===== config.mk =====
export PLATFORM = sky130hd
export DESIGN_NAME = pls_cell
export DESIGN_NICKNAME = d
export VERILOG_FILES = /design/src/hw/rtl/pls_pkg.sv /design/src/hw/rtl/pls_cell.sv
export SDC_FILE = /design/constraint.sdc
export NUM_CORES = 1
export LEC_CHECK = 0
export ABC_AREA = 1
export BUFFER_PORTS_ARGS = -buffer_cell sky130_fd_sc_hd__buf_2
export CAP_MARGIN = 20
export CORE_MARGIN = 1
export CORE_UTILIZATION = 25
export CTS_BUF_LIST = sky130_fd_sc_hd__clkbuf_8
export CTS_CLUSTER_DIAMETER = 60
export DETAILED_ROUTE_END_ITERATION = 10
export PLACE_DENSITY_LB_ADDON = 0.15
export RECOVER_POWER = 100
export SLEW_MARGIN = 20
export SYNTH_ARGS = -nofsm -noshare
export SYNTH_HDL_FRONTEND = slang
export SYNTH_SLANG_ARGS = --single-unit

===== constraint.sdc =====
create_clock -name clk -period 6 [get_ports clk]
set_input_delay 1.5 -clock clk [delete_from_list [all_inputs] [get_ports clk]]
set_output_delay 1.5 -clock clk [all_outputs]
set_load 0.01 [all_outputs]

===== src/hw/rtl/pls_pkg.sv =====
// Package for the positional list store.
// Holds operation codes, field widths and the control struct broadcast to the cell row.
// No dependencies.
package pls_pkg;

    localparam int DATA_W = 32;
    localparam int POS_W  = 7;
    localparam int OP_W   = 2;
    localparam int CNT_OUT_W = 7;

    localparam logic [OP_W-1:0] OP_INSERT = 2'd0;
    localparam logic [OP_W-1:0] OP_REMOVE = 2'd1;
    localparam logic [OP_W-1:0] OP_READ   = 2'd2;

    // Command seen by every cell in the cycle an item is accepted
    typedef struct packed {
        logic                     ins;
        logic                     rem;
        logic                     rd;
        logic [POS_W-1:0]         pos;
        logic signed [DATA_W-1:0] value;
    } cell_ctrl_t;

endpackage


===== src/hw/rtl/pls_cell.sv =====
// One storage cell of the positional list store.
// Holds one entry; shifts from its left or right neighbor on insert/remove.
// Depends on pls_pkg.
module pls_cell
    import pls_pkg::*;
#(
    parameter int INDEX = 0,
    parameter int IDX_W = 7
)
(
    input  logic                     clk,
    input  cell_ctrl_t               ctrl,
    input  logic signed [DATA_W-1:0] left_data,
    input  logic signed [DATA_W-1:0] right_data,
    output logic signed [DATA_W-1:0] data,
    output logic signed [DATA_W-1:0] hit_data
);

    localparam int CW = ((IDX_W > POS_W) ? IDX_W : POS_W) + 1;

    logic signed [DATA_W-1:0] data_reg;
    logic signed [DATA_W-1:0] data_next;
    logic [CW-1:0]            pos_ext;
    logic [CW-1:0]            my_pos;
    logic                     at_pos;
    logic                     past_pos;

    // Compare this cell's 1-based place with the requested position
    assign pos_ext  = CW'(ctrl.pos);
    assign my_pos   = CW'(INDEX + 1);
    assign at_pos   = (pos_ext == my_pos);
    assign past_pos = (pos_ext < my_pos);

    // Next entry: load, shift up from left, shift down from right, or hold
    always_comb
    begin
        data_next = data_reg;
        if (ctrl.ins)
        begin
            if (at_pos)
                data_next = ctrl.value;
            else if (past_pos)
                data_next = left_data;
        end
        else if (ctrl.rem)
        begin
            if (at_pos || past_pos)
                data_next = right_data;
        end
    end

    // Payload register, no reset
    always_ff @(posedge clk)
    begin
        data_reg <= data_next;
    end

    assign data     = data_reg;
    assign hit_data = (ctrl.rd && at_pos) ? data_reg : '0;

endmodule

* After elaboration in Yosys (flattened, before gate mapping)
Index checks and enable logic that the tools add are counted.
Operators by class: magnitude comparators 1, equality and inequality tests 2, mux-type cells 6, reduce and logical (&&, ||, !) cells 5
Operators with widths (count):
- 32-bit two-way mux | 6
- 7-bit by 1-bit equality test with 1-bit output (second input constant) | 1
- 7-bit by 1-bit less-than comparator with 1-bit output (second input constant) | 1
- 2-bit nonzero test | 2
- 3-bit by 1-bit != test with 1-bit output (second input constant) | 1
- 3-bit AND reduction | 1
- 1-bit logical AND | 1
- 1-bit logical OR | 1
Word-level totals: bits in registers 32, output and inout bits 64, logic and storage cells 15

* Logic depth before layout (Yosys ltp)
depth after elaboration 5, depth in mapped cells 8

* Worst setup path before layout
Ideal clock, no wire load.
path kind input -> register, from in ctrl[41] in the netlist's numbering, to reg data_reg[0], in the netlist data[0], enable pin, data arrival time 4901 ps, data required time 5499 ps, slack 597 ps, stages on the path 3, cell sequence buf_2 > nor2_1 > nor4_1
On the way: longest elaborated chain between the ends 2, elaborated cells between the ends (all ways) 4, those cells by class 1 x eq/ne; 3 x reduce/logical
RTL lines:
- start, declared | RTL line pls_cell.sv:12 | input cell_ctrl_t ctrl,
- 3-bit by 1-bit != test with 1-bit output (no source line) / 2-bit nonzero test (equally long branches)
- 3-bit AND reduction (no source line) (*)
- end signal, assigned | RTL line pls_cell.sv:55 | data_reg <= data_next;
- end, declared | RTL line pls_cell.sv:21 | logic signed [DATA_W-1:0] data_reg;
Mark *: on every way between the ends. The rest lies on a longest branch, timed or not. A chain may end at the register's enable or synchronous reset.

* Worst setup path after layout
from in ctrl[41] in the netlist's numbering, to reg data_reg[12], in the netlist data[12], enable pin
The elaborated chain is that of the path after synthesis.

==> results.md <==
Status:
- The run finished, with violations left.
- The final reports fail on capacitance limit, slew limit.

Finish:
- Relative to the synthesized area, the layout overhead comes to 35.4%.
- The repair_antennas step left the layout with diodes totalling 0.
- Leaving out fill and tap cells, the most frequent cell in the layout is sky130_fd_sc_hd__buf_2.
- The register with the most flip-flops in the layout has 32 of them.
- The post-route netlist has 26.1% of its cells at a drive strength greater than 1.
- The top cell types in the final layout, fill and taps aside, are 112 x sky130_fd_sc_hd__buf_2, 99 x sky130_fd_sc_hd__inv_1, 98 x sky130_fd_sc_hd__nand2_1, 64 x sky130_fd_sc_hd__nand3_1, 59 x sky130_fd_sc_hd__clkbuf_1.
- The count of nets after finishing is 628.
- Excluding fillers, the count of instances in the completed layout stands at 651.
- The final design instance area without fill is 3340 sq um.

Floorplanning:
- The number of core rows is 35.
- Measured along the x axis, the die boundary spans 101 um.
- The overall die area is 10,300 sq um.
- The top-level I/O count is 171.
- The effective utilization at floorplan is 26.2%.
- The y dimension of the die is 101 um.
- The core region is 9420 sq um.

Global routing:
- After global routing the overflow that remains totals 0.
- The via count of the first global-routing pass is around 2,300.
- In the global route stage, overall resource usage came out at 14.6%.
- The first global-routing pass estimated 11,300 um of wire.
- The number of antenna violations at the first check in global routing is 0.
- The largest net degree at the start of global routing is 35.

Setup path:
- The endpoint of the most critical setup path is data[12]$_DFFE_PP_.
- In this run the number of cells on the critical path is 4.
- The required arrival time at the worst endpoint is about 5900 ps.
- The endpoint type of the worst setup path is a register.
- The worst setup path is of the in -> reg kind.
- Tracing the worst setup path back leads to its startpoint at ctrl[41].
- The kind of cell with the highest combined delay along the critical path is buffers and inverters.
- The maximum fanout along the worst path is 34.
- The nature of the critical path startpoint is an input port.
- Together, buffers and inverters on the worst path number 2.
- The delay of the slowest cell on the worst path is 1390 ps.
- The arrival time at the worst endpoint is 4520 ps.
- The worst-path cell with the longest stage delay is sky130_fd_sc_hd__clkbuf_1.
- The most common cell type on the critical path is sky130_fd_sc_hd__clkbuf_1.
- Traced cell by cell, the critical path runs through clkbuf_1, nor2_1, nor4_1, clkbuf_1.

STA:
- The summed negative setup slack over all endpoints is 0 ps.
- The time the worst path needs with I/O delays and setup is 4650 ps.
- Of the available clock period, the critical path in the final layout requires between 70 and 80%.
- The number of endpoints with negative hold slack in the final report came to 0.
- Setup repair after global routing left no endpoint under its margin.
- Measured against its own limit, the worst slew margin works out to -53.1%.
- The transition at the pin with the smallest max-transition slack is 2290 ps.
- Hold timing on the final database bottoms out at a slack of about 1500 ps.
- The maximum clock frequency is 215 MHz.
- The worst setup margin is 1350 ps.
- The max-slew violation count is 101.
- Setup violations remaining at the end of the flow were counted as 0.

Drt:
- The post-detailed-route via-to-cell ratio is 4.04.
- In the final routed layout, each cell accounts on average for 11.9 um.
- Summed over all layers, the routed wires come to just under 8000 um.
- The count of TritonRoute iterations in the first routing pass is 4.
- The routed layout has 2,627 vias.
- The DRC violation count after routing is 0.
- The antenna violation net count after detailed routing is 0.
- After the first detailed-routing iteration, the DRC count stood at 85.

Placed design:
- In this run the cell area measured after placement is 3320 sq um.
- Including well taps, the total number of placed cells is 642.
- The placer's final routability congestion estimate is 0.879.
- The final HPWL from detailed placement is 5600 um.
- During placement, the flow inserted port buffers numbering 170.
- The worst slack at placement is 1810 ps.

Logic synthesis:
- The largest family of logic cells by synthesized area is simple AND/OR/NAND/NOR gates.
- Summing the areas of all compound-gate instances in the mapped netlist gives 0% of the synthesized area.
- The register bit count reported by yosys is 32.
- After synthesis the cells add up to 2470 sq um.
- The mean instance size in the synthesized netlist is 6.85 sq um.
- The number of nets produced by synthesis is 467.
- Synthesis produced 360 cells.
- The number of warnings issued by yosys is 0.
- The basic-gate share of the synthesized area counting and, or, nand and nor cells is 38.0%.
- The share of the synthesized netlist area taken by xor and xnor gates is 0%.
- Yosys mapped the design onto 15 distinct sky130hd cell types.
- The fraction of the mapped netlist area in adder cells is 0%.
- The portion of the post-synthesis area used by sequential elements is between 30% and 40%.
- The fraction of synthesized area in multiplexers is 0%.

Clocking:
- The clock root buffer is sky130_fd_sc_hd__clkbuf_8.
- The buffer levels on the longest clock path is 2.
- The TritonCTS clock tree is yes.
- The number of gates resized after CTS was 0.
- The number of sinks driven by the clock tree is 32.
- The depth of the CTS H-tree is 2.
- The post-CTS setup buffer count is 0.
- The number of hold buffers added after cts is 0.
- Clock-pin slew was measured on the worst setup and hold paths at 70 ps.
- The number of clock buffers added by TritonCTS is 5.

Worst hold path:
- The path class of the tightest hold or removal check is in -> reg.

Power:
- For this design the static power due to leakage is 1.97 nW.
- Across the VDD grid, the largest voltage drop is 0.0676 mV.
- The total power per unit cell area is 165 nW/um^2.

Job:
- The max-capacitance violation count is 3.
-- metal layers --
layer | GRT usage [%] | part of all wire (%) | wire [um]
met5 | 0 | 0 | 0
met4 | 5.13 | 1.8 | 138
met3 | 2.48 | 5.6 | 431
met2 | 26.7 | 50 | 3850
met1 | 17.0 | 43 | 3300
-- cells by family (layout without fill, tap and decap cells) --
logic type             Yosys count  after routing
flip-flops                      32             32
AND/OR/NAND/NOR                205            205
buffers and inverters          123            285
-- area by class of cell --
cell class | count | area [sq um]
Fill cell | 1064 | 6070
Sequential cell | 32 | 961
Multi-Input combinational cell | 205 | 906
Timing Repair Buffer | 173 | 817
Inverter | 104 | 390
Tap cell | 129 | 161
Clock buffer | 5 | 68.8
Clock inverter | 3 | 37.5
-- per-stage QoR --
stage / utilization, % / power, W
after floorplan: - / 0.000306
after global placement: 35.3 / 0.000349
after detailed placement: 35.3 / 0.000350
after CTS: 36.4 / 0.000557
after global routing: 35.5 / 0.000577
final: 35.5 / 0.000551
-- power breakdown --
group,total (W),internal (W),leakage (nW),switching (W)
clock,0.000206,0.000121,0.0532,0.0000853
sequential,0.000251,0.000250,0.279,0.00000117
combinational,0.0000933,0.0000437,1.64,0.0000495
-- how the worst min path moves through the flow --
stage          slack [ps]      startpoint  depth (start not counted)                 end
6_report             1480   right_data[7]                          3   data[7]$_DFFE_PP_
5_1_grt              1480  right_data[26]                          3  data[26]$_DFFE_PP_
3_3_place_gp         1770  right_data[27]                          3  data[27]$_DFFE_PP_
3_5_place_dp         1780  right_data[19]                          3  data[19]$_DFFE_PP_
4_1_cts              1480  right_data[26]                          3  data[26]$_DFFE_PP_
2_1_floorplan        1690   right_data[0]                          2   data[0]$_DFFE_PP_
-- synth_stat cells, drive strengths merged --
library cell | count | area, sq um
buf | 19 | 178
nand2 | 102 | 405
inv | 104 | 390
nor4 | 1 | 6.26
edfxtp | 32 | 961
nor2 | 37 | 189
nand3 | 65 | 338
Power figures use the tool's default switching activity.
